===== src/design/rrqs_pkg.sv =====
// Shared constants, codes and control types for the round robin queue scheduler.
package rrqs_pkg;

  localparam int NUM_QUEUES    = 8;
  localparam int QUEUE_DEPTH   = 16;
  localparam int PAYLOAD_WIDTH = 32;

  // Queue and FIFO sizes are powers of two, so index wrap is plain truncation
  localparam int QW     = $clog2(NUM_QUEUES);
  localparam int DW     = $clog2(QUEUE_DEPTH);
  localparam int STORE_DEPTH = NUM_QUEUES * QUEUE_DEPTH;
  localparam int SAW    = QW + DW;

  localparam int QID_W  = 3;
  localparam int STAT_W = 2;

  localparam logic MODE_ENQ   = 1'b0;
  localparam logic MODE_SERVE = 1'b1;

  localparam logic [STAT_W-1:0] ST_OK    = 2'd0;
  localparam logic [STAT_W-1:0] ST_EMPTY = 2'd1;
  localparam logic [STAT_W-1:0] ST_FULL  = 2'd2;

  typedef struct packed {
    logic load;   // capture the incoming transaction
    logic exec;   // update queues and ring, launch the store access
  } rrqs_cmd_t;

endpackage


===== src/design/rrqs_ram.sv =====
// Generic single write port, single read port RAM with registered read data.
module rrqs_ram #(
  parameter int WIDTH = 32,
  parameter int DEPTH = 128
) (
  input  logic                     clk,
  input  logic                     we,
  input  logic [$clog2(DEPTH)-1:0] waddr,
  input  logic [WIDTH-1:0]         wdata,
  input  logic                     re,
  input  logic [$clog2(DEPTH)-1:0] raddr,
  output logic [WIDTH-1:0]         rdata
);

  logic [WIDTH-1:0] mem_r [DEPTH];
  logic [WIDTH-1:0] rdata_r;

  always_ff @(posedge clk) begin
    if (we) begin
      mem_r[waddr] <= wdata;
    end
    if (re) begin
      rdata_r <= mem_r[raddr];
    end
  end

  assign rdata = rdata_r;

endmodule


===== src/design/rrqs_ctrl.sv =====
// Controller: accepts a transaction, sequences the execute cycle, raises the result strobe.
module rrqs_ctrl import rrqs_pkg::*; (
  input  logic      clk,
  input  logic      rst_n,
  input  logic      start,
  output logic      busy,
  output rrqs_cmd_t cmd,
  output logic      out_valid
);

  localparam logic S_IDLE = 1'b0;
  localparam logic S_EXEC = 1'b1;

  logic state_r, state_nxt;
  logic valid_r, valid_nxt;

  always_comb begin
    state_nxt = state_r;
    valid_nxt = 1'b0;
    cmd.load  = 1'b0;
    cmd.exec  = 1'b0;
    unique case (state_r)
      S_IDLE: begin
        if (start) begin
          cmd.load  = 1'b1;
          state_nxt = S_EXEC;
        end
      end
      S_EXEC: begin
        cmd.exec  = 1'b1;
        valid_nxt = 1'b1;
        state_nxt = S_IDLE;
      end
      default: state_nxt = S_IDLE;
    endcase
  end

  always_ff @(posedge clk) begin
    if (!rst_n) begin
      state_r <= S_IDLE;
      valid_r <= 1'b0;
    end else begin
      state_r <= state_nxt;
      valid_r <= valid_nxt;
    end
  end

  assign busy      = (state_r == S_EXEC);
  assign out_valid = valid_r;

endmodule


===== src/design/rrqs_dp.sv =====
// Datapath: per-queue FIFO pointers, active ring, payload store and result registers.
module rrqs_dp import rrqs_pkg::*; (
  input  logic                     clk,
  input  logic                     rst_n,
  input  rrqs_cmd_t                cmd,
  input  logic                     in_mode,
  input  logic [QID_W-1:0]         in_queue_id,
  input  logic [PAYLOAD_WIDTH-1:0] in_payload,
  output logic [STAT_W-1:0]        out_status,
  output logic [QID_W-1:0]         out_served_queue,
  output logic [PAYLOAD_WIDTH-1:0] out_served_payload,
  output logic                     out_requeued
);

  // captured transaction
  logic                     mode_r;
  logic [QW-1:0]            qid_r;
  logic [PAYLOAD_WIDTH-1:0] pay_r;

  // FIFO bookkeeping
  logic [DW-1:0] fifo_head_r  [NUM_QUEUES];
  logic [DW-1:0] fifo_head_nxt[NUM_QUEUES];
  logic [DW:0]   fifo_count_r  [NUM_QUEUES];
  logic [DW:0]   fifo_count_nxt[NUM_QUEUES];

  // active ring
  logic [QW-1:0] ring_store_r [NUM_QUEUES];
  logic [QW:0]   ring_count_r, ring_count_nxt;
  logic [QW-1:0] ring_head_r, ring_head_nxt;
  logic          ring_we;
  logic [QW-1:0] ring_waddr;

  // result registers
  logic [STAT_W-1:0] status_r, status_nxt;
  logic [QW-1:0]     sq_r, sq_nxt;
  logic              still_r, still_nxt;
  logic              pay_sel_r, pay_sel_nxt;

  logic [QW-1:0] q;
  logic [DW-1:0] hd;
  logic [DW:0]   cnt;
  logic [DW-1:0] slot;
  logic [QW-1:0] ring_tail;
  logic          enq_ok, srv_ok, srv_rd;
  logic          ram_we, ram_re;
  logic [SAW-1:0] ram_waddr, ram_raddr;
  logic [PAYLOAD_WIDTH-1:0] ram_rdata;

  always_ff @(posedge clk) begin
    if (cmd.load) begin
      mode_r <= in_mode;
      qid_r  <= in_queue_id[QW-1:0];
      pay_r  <= in_payload;
    end
  end

  assign q         = (mode_r == MODE_SERVE) ? ring_store_r[ring_head_r] : qid_r;
  assign hd        = fifo_head_r[q];
  assign cnt       = fifo_count_r[q];
  assign slot      = hd + cnt[DW-1:0];
  assign ring_tail = ring_head_r + ring_count_r[QW-1:0];

  assign enq_ok = (mode_r == MODE_ENQ) && (cnt < (DW+1)'(QUEUE_DEPTH));
  assign srv_ok = (mode_r == MODE_SERVE) && (ring_count_r != '0);
  assign srv_rd = srv_ok && (cnt != '0);

  always_comb begin
    fifo_head_nxt  = fifo_head_r;
    fifo_count_nxt = fifo_count_r;
    ring_head_nxt  = ring_head_r;
    ring_count_nxt = ring_count_r;
    ring_we        = 1'b0;
    ring_waddr     = ring_tail;
    status_nxt     = status_r;
    sq_nxt         = sq_r;
    still_nxt      = still_r;
    pay_sel_nxt    = pay_sel_r;
    if (cmd.exec) begin
      status_nxt  = ST_OK;
      sq_nxt      = '0;
      still_nxt   = 1'b0;
      pay_sel_nxt = 1'b0;
      if (mode_r == MODE_ENQ) begin
        if (!enq_ok) begin
          status_nxt = ST_FULL;
        end else begin
          fifo_count_nxt[q] = cnt + 1'b1;
          if ((cnt == '0) && (ring_count_r < (QW+1)'(NUM_QUEUES))) begin
            ring_we        = 1'b1;
            ring_count_nxt = ring_count_r + 1'b1;
          end
        end
      end else begin
        if (!srv_ok) begin
          status_nxt = ST_EMPTY;
        end else begin
          sq_nxt        = q;
          ring_head_nxt = ring_head_r + 1'b1;
          if (srv_rd) begin
            pay_sel_nxt       = 1'b1;
            fifo_head_nxt[q]  = hd + 1'b1;
            fifo_count_nxt[q] = cnt - 1'b1;
          end
          // queue goes back on the ring tail: net ring count unchanged
          if (cnt > (DW+1)'(1)) begin
            still_nxt = 1'b1;
            ring_we   = 1'b1;
          end else begin
            ring_count_nxt = ring_count_r - 1'b1;
          end
        end
      end
    end
  end

  always_ff @(posedge clk) begin
    if (!rst_n) begin
      for (int i = 0; i < NUM_QUEUES; i++) begin
        fifo_head_r[i]  <= '0;
        fifo_count_r[i] <= '0;
      end
      ring_head_r  <= '0;
      ring_count_r <= '0;
    end else begin
      fifo_head_r  <= fifo_head_nxt;
      fifo_count_r <= fifo_count_nxt;
      ring_head_r  <= ring_head_nxt;
      ring_count_r <= ring_count_nxt;
    end
  end

  always_ff @(posedge clk) begin
    if (ring_we) begin
      ring_store_r[ring_waddr] <= q;
    end
    status_r  <= status_nxt;
    sq_r      <= sq_nxt;
    still_r   <= still_nxt;
    pay_sel_r <= pay_sel_nxt;
  end

  assign ram_we    = cmd.exec && enq_ok;
  assign ram_re    = cmd.exec && srv_rd;
  assign ram_waddr = {q, slot};
  assign ram_raddr = {q, hd};

  rrqs_ram #(
    .WIDTH(PAYLOAD_WIDTH),
    .DEPTH(STORE_DEPTH)
  ) u_store (
    .clk  (clk),
    .we   (ram_we),
    .waddr(ram_waddr),
    .wdata(pay_r),
    .re   (ram_re),
    .raddr(ram_raddr),
    .rdata(ram_rdata)
  );

  assign out_status         = status_r;
  assign out_served_queue   = QID_W'(sq_r);
  assign out_served_payload = pay_sel_r ? ram_rdata : '0;
  assign out_requeued       = still_r;

endmodule


===== src/design/round_robin_queue_scheduler_top.sv =====
// Top level of the round robin queue scheduler: controller plus datapath.
//
//   channel  ports                                   handshake
//   -------  --------------------------------------  -------------------------
//   input    in_mode, in_queue_id, in_payload        start & !busy
//   result   out_status, out_served_queue,           out_valid, one cycle
//            out_served_payload, out_requeued
//
// Every transaction is accepted, then runs the execute state, in which pointers,
// ring and payload store are updated or read; the result strobe comes in the
// cycle after execute, together with the registered store read, and a new
// transaction may be accepted in that same cycle.
// Reset (rst_n low, synchronous) empties all queues and the ring; the payload
// store needs no clearing. Results cannot be stalled by the receiver.
module round_robin_queue_scheduler_top import rrqs_pkg::*; (
  input  logic                     clk,
  input  logic                     rst_n,
  input  logic                     start,
  output logic                     busy,
  input  logic                     in_mode,
  input  logic [QID_W-1:0]         in_queue_id,
  input  logic [PAYLOAD_WIDTH-1:0] in_payload,
  output logic                     out_valid,
  output logic [STAT_W-1:0]        out_status,
  output logic [QID_W-1:0]         out_served_queue,
  output logic [PAYLOAD_WIDTH-1:0] out_served_payload,
  output logic                     out_requeued
);

  rrqs_cmd_t cmd;

  rrqs_ctrl u_ctrl (
    .clk      (clk),
    .rst_n    (rst_n),
    .start    (start),
    .busy     (busy),
    .cmd      (cmd),
    .out_valid(out_valid)
  );

  rrqs_dp u_dp (
    .clk               (clk),
    .rst_n             (rst_n),
    .cmd               (cmd),
    .in_mode           (in_mode),
    .in_queue_id       (in_queue_id),
    .in_payload        (in_payload),
    .out_status        (out_status),
    .out_served_queue  (out_served_queue),
    .out_served_payload(out_served_payload),
    .out_requeued      (out_requeued)
  );

endmodule

===== config.mk =====
export PLATFORM = sky130hd
export DESIGN_NAME = round_robin_queue_scheduler_top
export DESIGN_NICKNAME = d
export VERILOG_FILES = /design/src/design/rrqs_pkg.sv /design/src/design/rrqs_ram.sv /design/src/design/rrqs_ctrl.sv /design/src/design/rrqs_dp.sv /design/src/design/round_robin_queue_scheduler_top.sv
export SDC_FILE = /design/constraint.sdc
export NUM_CORES = 2
export LEC_CHECK = 0
export BUFFER_PORTS_ARGS = -buffer_cell sky130_fd_sc_hd__buf_2
export CORE_MARGIN = 2
export CORE_UTILIZATION = 63
export CTS_BUF_LIST = sky130_fd_sc_hd__clkbuf_16
export CTS_CLUSTER_DIAMETER = 100
export DETAILED_ROUTE_END_ITERATION = 8
export PLACE_DENSITY_LB_ADDON = 0.2
export SLEW_MARGIN = 25
export SYNTH_ARGS = -nofsm -noshare
export SYNTH_HDL_FRONTEND = slang
export SYNTH_HIERARCHICAL = 1
export SYNTH_MEMORY_MAX_BITS = 65536
export SYNTH_SLANG_ARGS = --single-unit

===== constraint.sdc =====
create_clock -name clk -period 9.05 [get_ports clk]
set_input_delay 1.81 -clock clk [delete_from_list [all_inputs] [get_ports clk]]
set_output_delay 1.81 -clock clk [all_outputs]
set_load 0.1 [all_outputs]

==> impl_metrics.sql <==
INSERT INTO impl_metrics (metric_group, metric, value, unit) VALUES
('clock_network', 'sink_count', '4279', ''),
('power_and_ir_drop', 'ir_worst_vdd', '183', 'uV'),
('die', 'pin_count', '79', ''),
('power_and_ir_drop', 'switching_share', '22.9', '%'),
('route', 'post_drt_wl_per_cell', '39.4', 'microns'),
('sta', 'finalWorstPathRequiredPeriod', '7990', 'ps'),
('sta', 'setup_repair_after_global_routing_missed_its_margin', 'false', ''),
('setup_path', 'setup.worst_path.start_class', 'flop', ''),
('logic_synthesis', 'synth.yosys.warnings', '6', ''),
('route', 'dr.pass1.iters', '6', ''),
('grt', 'number_of_antenna_violations_at_the_first_check_in_global_routing', '49', ''),
('layout', 'final_design_area_no_fill', '184000', 'sq um'),
('layout', 'number_of_nets_in_the_layout', '7189', ''),
('layout', 'fillCellCount', '14200', ''),
('die', 'initial_core_util', '63.3', '%'),
('die', 'die_height', '514', 'microns'),
('route', 'detailroute.via_count', '78400', ''),
('sta', 'worst-slew-pin-transition', '1210', 'ps'),
('placement', 'port-buffer-count', '78', ''),
('sta', 'fin_tns_setup', '0', 'ps'),
('grt', 'grt_overflow_total', '0', ''),
('status', 'status', 'complete, no violations', ''),
('setup_path', 'critical_path.max_fanout', '53', ''),
('sta', 'slew_headroom', '19.0', '%'),
('power_and_ir_drop', 'power.share.clock', '38.7', '%'),
('logic_synthesis', 'synth.largest_area_cell', 'sky130_fd_sc_hd__edfxtp_1', ''),
('sta', 'timing.final.crit_share', '88.3', '%'),
('clock_network', 'post_cts.resized_instances', '0', ''),
('route', 'detail_route.drc_violations', '0', ''),
('power_and_ir_drop', 'seq_power_share', '51.7', '%'),
('logic_synthesis', 'synth.top_cell.area_share', '76.8', '%'),
('clock_network', 'h_tree_levels', '5', ''),
('logic_synthesis', 'synth_area_per_cell', '24.4', 'sq um'),
('clock_network', 'worst_skew_pair.late_latency', '930', 'ps'),
('layout', 'drive_above_1_share', '33.1', '%'),
('setup_path', 'crit_required', '9660', 'ps'),
('grt', 'grt_usage', '32.6', '%'),
('setup_path', 'critPathKind', 'flop to flop', ''),
('sta', 'setup_viol', '0', ''),
('grt', 'first_global_vias', '78800', ''),
('route', 'drtIter0Drc', '13200', ''),
('min_path', 'min_path_type', 'flop to flop', ''),
('route', 'number_of_vias_per_cell_after_detailed_routing', '7.20', ''),
('sta', 'fmax', '0.125', 'GHz'),
('die', 'die_width', '514', 'microns'),
('clock_network', 'cts_tree', 'yes', ''),
('logic_synthesis', 'synth-edff-count', '4195', ''),
('grt', 'largest_net_degree_at_the_start_of_global_routing', '161', ''),
('logic_synthesis', 'synth_sequential_area_ratio', '77.8', '%'),
('placement', 'gp_routability_congestion', '0.853', ''),
('power_and_ir_drop', 'combinational_share_of_power', '9.6', '%'),
('logic_synthesis', 'synth.distinct_cells', '62', ''),
('sta', 'report.final.hold_viol_count', '0', ''),
('grt', 'wire_length_of_the_first_global_routing_pass', '599000', 'microns'),
('clock_network', 'max-clock-path-buffers', '4', ''),
('setup_path', 'crit_path_end_kind', 'flop', ''),
('clock_network', 'post-cts-setup-buffer-count', '0', ''),
('die', 'core', '259000', 'sq um'),
('logic_synthesis', 'synth.ff_latch_count', '4279', ''),
('power_and_ir_drop', 'switchingPower', '9.68', 'mW'),
('sta', 'final-max-slew-violation-count', '0', ''),
('route', 'detail-route-antenna-nets', '0', ''),
('placement', 'placed_cell_area', '171000', 'sq um'),
('route', 'total_routed_length', '429000', 'microns'),
('clock_network', 'number_of_clock_buffers_inserted_by_tritoncts', '410', ''),
('sta', 'clock_skew', '53.9', 'ps'),
('layout', 'area.growth.synth_to_final', '11.9', '%'),
('setup_path', 'cp.arrival', '8600', 'ps'),
('clock_network', 'cts.hold.buffers_added', '0', ''),
('logic_synthesis', 'synth_nets', '6767', ''),
('logic_synthesis', 'post_synth_main_area_contributors', 'sky130_fd_sc_hd__edfxtp_1 (77%), sky130_fd_sc_hd__mux4_2 (19%), sky130_fd_sc_hd__dfxtp_1 (1.0%)', '');
metrics by stage:
| step | util, % | instances | setup WS [ps] | hold WS (ps) | power (mW) |
|---|---|---|---|---|---|
| detailed placement | 65.9 | 10100 | 1320 | 450 | 26.1 |
| floorplan | - | 6713 | 1790 | 431 | 24.7 |
| global route | 70.8 | 10900 | 763 | 488 | 43.1 |
| CTS | 70.7 | 10800 | 1230 | 458 | 42.2 |
| global placement | 65.8 | 10100 | 1420 | 445 | 26.1 |
| finish | 70.8 | 10900 | 1060 | 458 | 42.2 |
cells by family after synthesis:
group / Yosys count / synth area share, %
buf+inv: 375 / 0.952
xor+xnor: 14 / 0.0747
compound gates: 114 / 0.443
flops: 4279 / 77.8
mux: 1476 / 19.3
fa+ha+maj: 15 / 0.128
simple gates: 440 / 1.26
cell usage in the layout (no fill, tap or decap), types with 33 or more instances in the layout:
master                      instances
sky130_fd_sc_hd__edfxtp_1        4195
sky130_fd_sc_hd__mux4_2          1350
sky130_fd_sc_hd__clkbuf_16        419
sky130_fd_sc_hd__buf_4            256
sky130_fd_sc_hd__nor2_4           119
sky130_fd_sc_hd__inv_1            108
sky130_fd_sc_hd__clkinv_1          99
sky130_fd_sc_hd__dfxtp_1           84
sky130_fd_sc_hd__buf_2             78
sky130_fd_sc_hd__mux2i_1           72
sky130_fd_sc_hd__nor2_1            67
sky130_fd_sc_hd__nand2_1           67
sky130_fd_sc_hd__clkinv_2          64
sky130_fd_sc_hd__mux2_2            53
sky130_fd_sc_hd__diode_2           42
sky130_fd_sc_hd__nor3_1            38
sky130_fd_sc_hd__nand3_1           38
sky130_fd_sc_hd__a21oi_1           34
sky130_fd_sc_hd__and2_1            33
synth_stat cells, types with 12 or more instances:
cell type	count
sky130_fd_sc_hd__edfxtp_1	4195
sky130_fd_sc_hd__mux4_2	1350
sky130_fd_sc_hd__clkbuf_1	207
sky130_fd_sc_hd__nor2_1	186
sky130_fd_sc_hd__buf_2	85
sky130_fd_sc_hd__dfxtp_1	84
sky130_fd_sc_hd__mux2i_1	72
sky130_fd_sc_hd__nand2_1	67
sky130_fd_sc_hd__buf_1	58
sky130_fd_sc_hd__mux2_2	54
sky130_fd_sc_hd__nor3_1	47
sky130_fd_sc_hd__nand3_1	42
sky130_fd_sc_hd__a21oi_1	36
sky130_fd_sc_hd__and2_1	33
sky130_fd_sc_hd__o21ai_0	31
sky130_fd_sc_hd__nand4_1	14
sky130_fd_sc_hd__inv_1	13
sky130_fd_sc_hd__ha_1	12
cell type report:
| cell class | instances | area [sq um] | share of cell area (%) |
|---|---|---|---|
| Clock buffer | 419 | 10500 | 5.71 |
| Clock inverter | 311 | 2080 | 1.13 |
| Tap cell | 3402 | 4260 | 2.32 |
| Timing Repair Buffer | 370 | 3050 | 1.66 |
| Sequential cell | 4279 | 128000 | 69.5 |
| Multi-Input combinational cell | 2059 | 35900 | 19.5 |
| Inverter | 15 | 76.3 | 0.0416 |
| Antenna cell | 42 | 105 | 0.0573 |
critical path, cell delays in order, from the launching register on:
cell                       delay [ps]
sky130_fd_sc_hd__dfxtp_1          920
sky130_fd_sc_hd__mux2_2           420
sky130_fd_sc_hd__mux4_2           540
sky130_fd_sc_hd__a21boi_4         170
sky130_fd_sc_hd__buf_4            360
sky130_fd_sc_hd__inv_8            290
sky130_fd_sc_hd__mux4_2           520
sky130_fd_sc_hd__nand2_1          110
sky130_fd_sc_hd__nand2_1          190
sky130_fd_sc_hd__inv_1            270
sky130_fd_sc_hd__ha_1             280
sky130_fd_sc_hd__a21o_1           170
sky130_fd_sc_hd__a21oi_1          280
sky130_fd_sc_hd__xnor2_1          190
sky130_fd_sc_hd__xor2_1           220
sky130_fd_sc_hd__buf_4            190
sky130_fd_sc_hd__nor2b_1          570
sky130_fd_sc_hd__nand3_1          720
sky130_fd_sc_hd__nor2_4           890
sky130_fd_sc_hd__buf_4            330
sequential cells by signal, indices dropped and copies added (netlist names), 2 cells and up, named ones only:
register               cells
u_dp/u_store/mem_r      4096
u_dp/fifo_count_r         32
u_dp/fifo_head_r          32
u_dp/pay_r                32
u_dp/u_store/rdata        32
u_dp/ring_store_r         24
u_dp/ring_count_r          4
u_dp/out_served_queue      3
u_dp/qid_r                 3
u_dp/ring_head_r           3
u_dp/out_status            2
per-layer routing:
| metal | track usage [%] | vias to the layer above | part of all wire (%) |
|---|---|---|---|
| met5 | 0 | - | 0.012 |
| met4 | 11.6 | 10 | 4.0 |
| met3 | 8.36 | 832 | 14 |
| met2 | 50.4 | 6084 | 48 |
| met1 | 46.2 | 41600 | 34 |
| li1 | - | 29900 | - |
final timing paths:
path / slack (ps) / from / depth (start not counted) / end
worst max register to register: 1060 / flop / 19 / u_dp/u_store/mem_r[110][24]
worst max-delay path: 1060 / flop / 19 / u_dp/u_store/mem_r[110][24]
worst min register to register: 460 / u_dp/fifo_count_r[12] / 2 / u_dp/fifo_count_r[12]
worst min-delay path: 460 / u_dp/fifo_count_r[12] / 2 / u_dp/fifo_count_r[12]
power groups by stage:
stage               sequential (mW)  combinational (mW)  clock [mW]
CTS                            21.8                3.94        16.4
detailed placement             22.3                3.87           0
floorplan                      22.4                2.29           0
global route                   21.8                4.14        17.1
global placement               22.3                3.81           0
finish                         21.8                4.03        16.3
No activity file was read; power rests on OpenSTA's default activity.
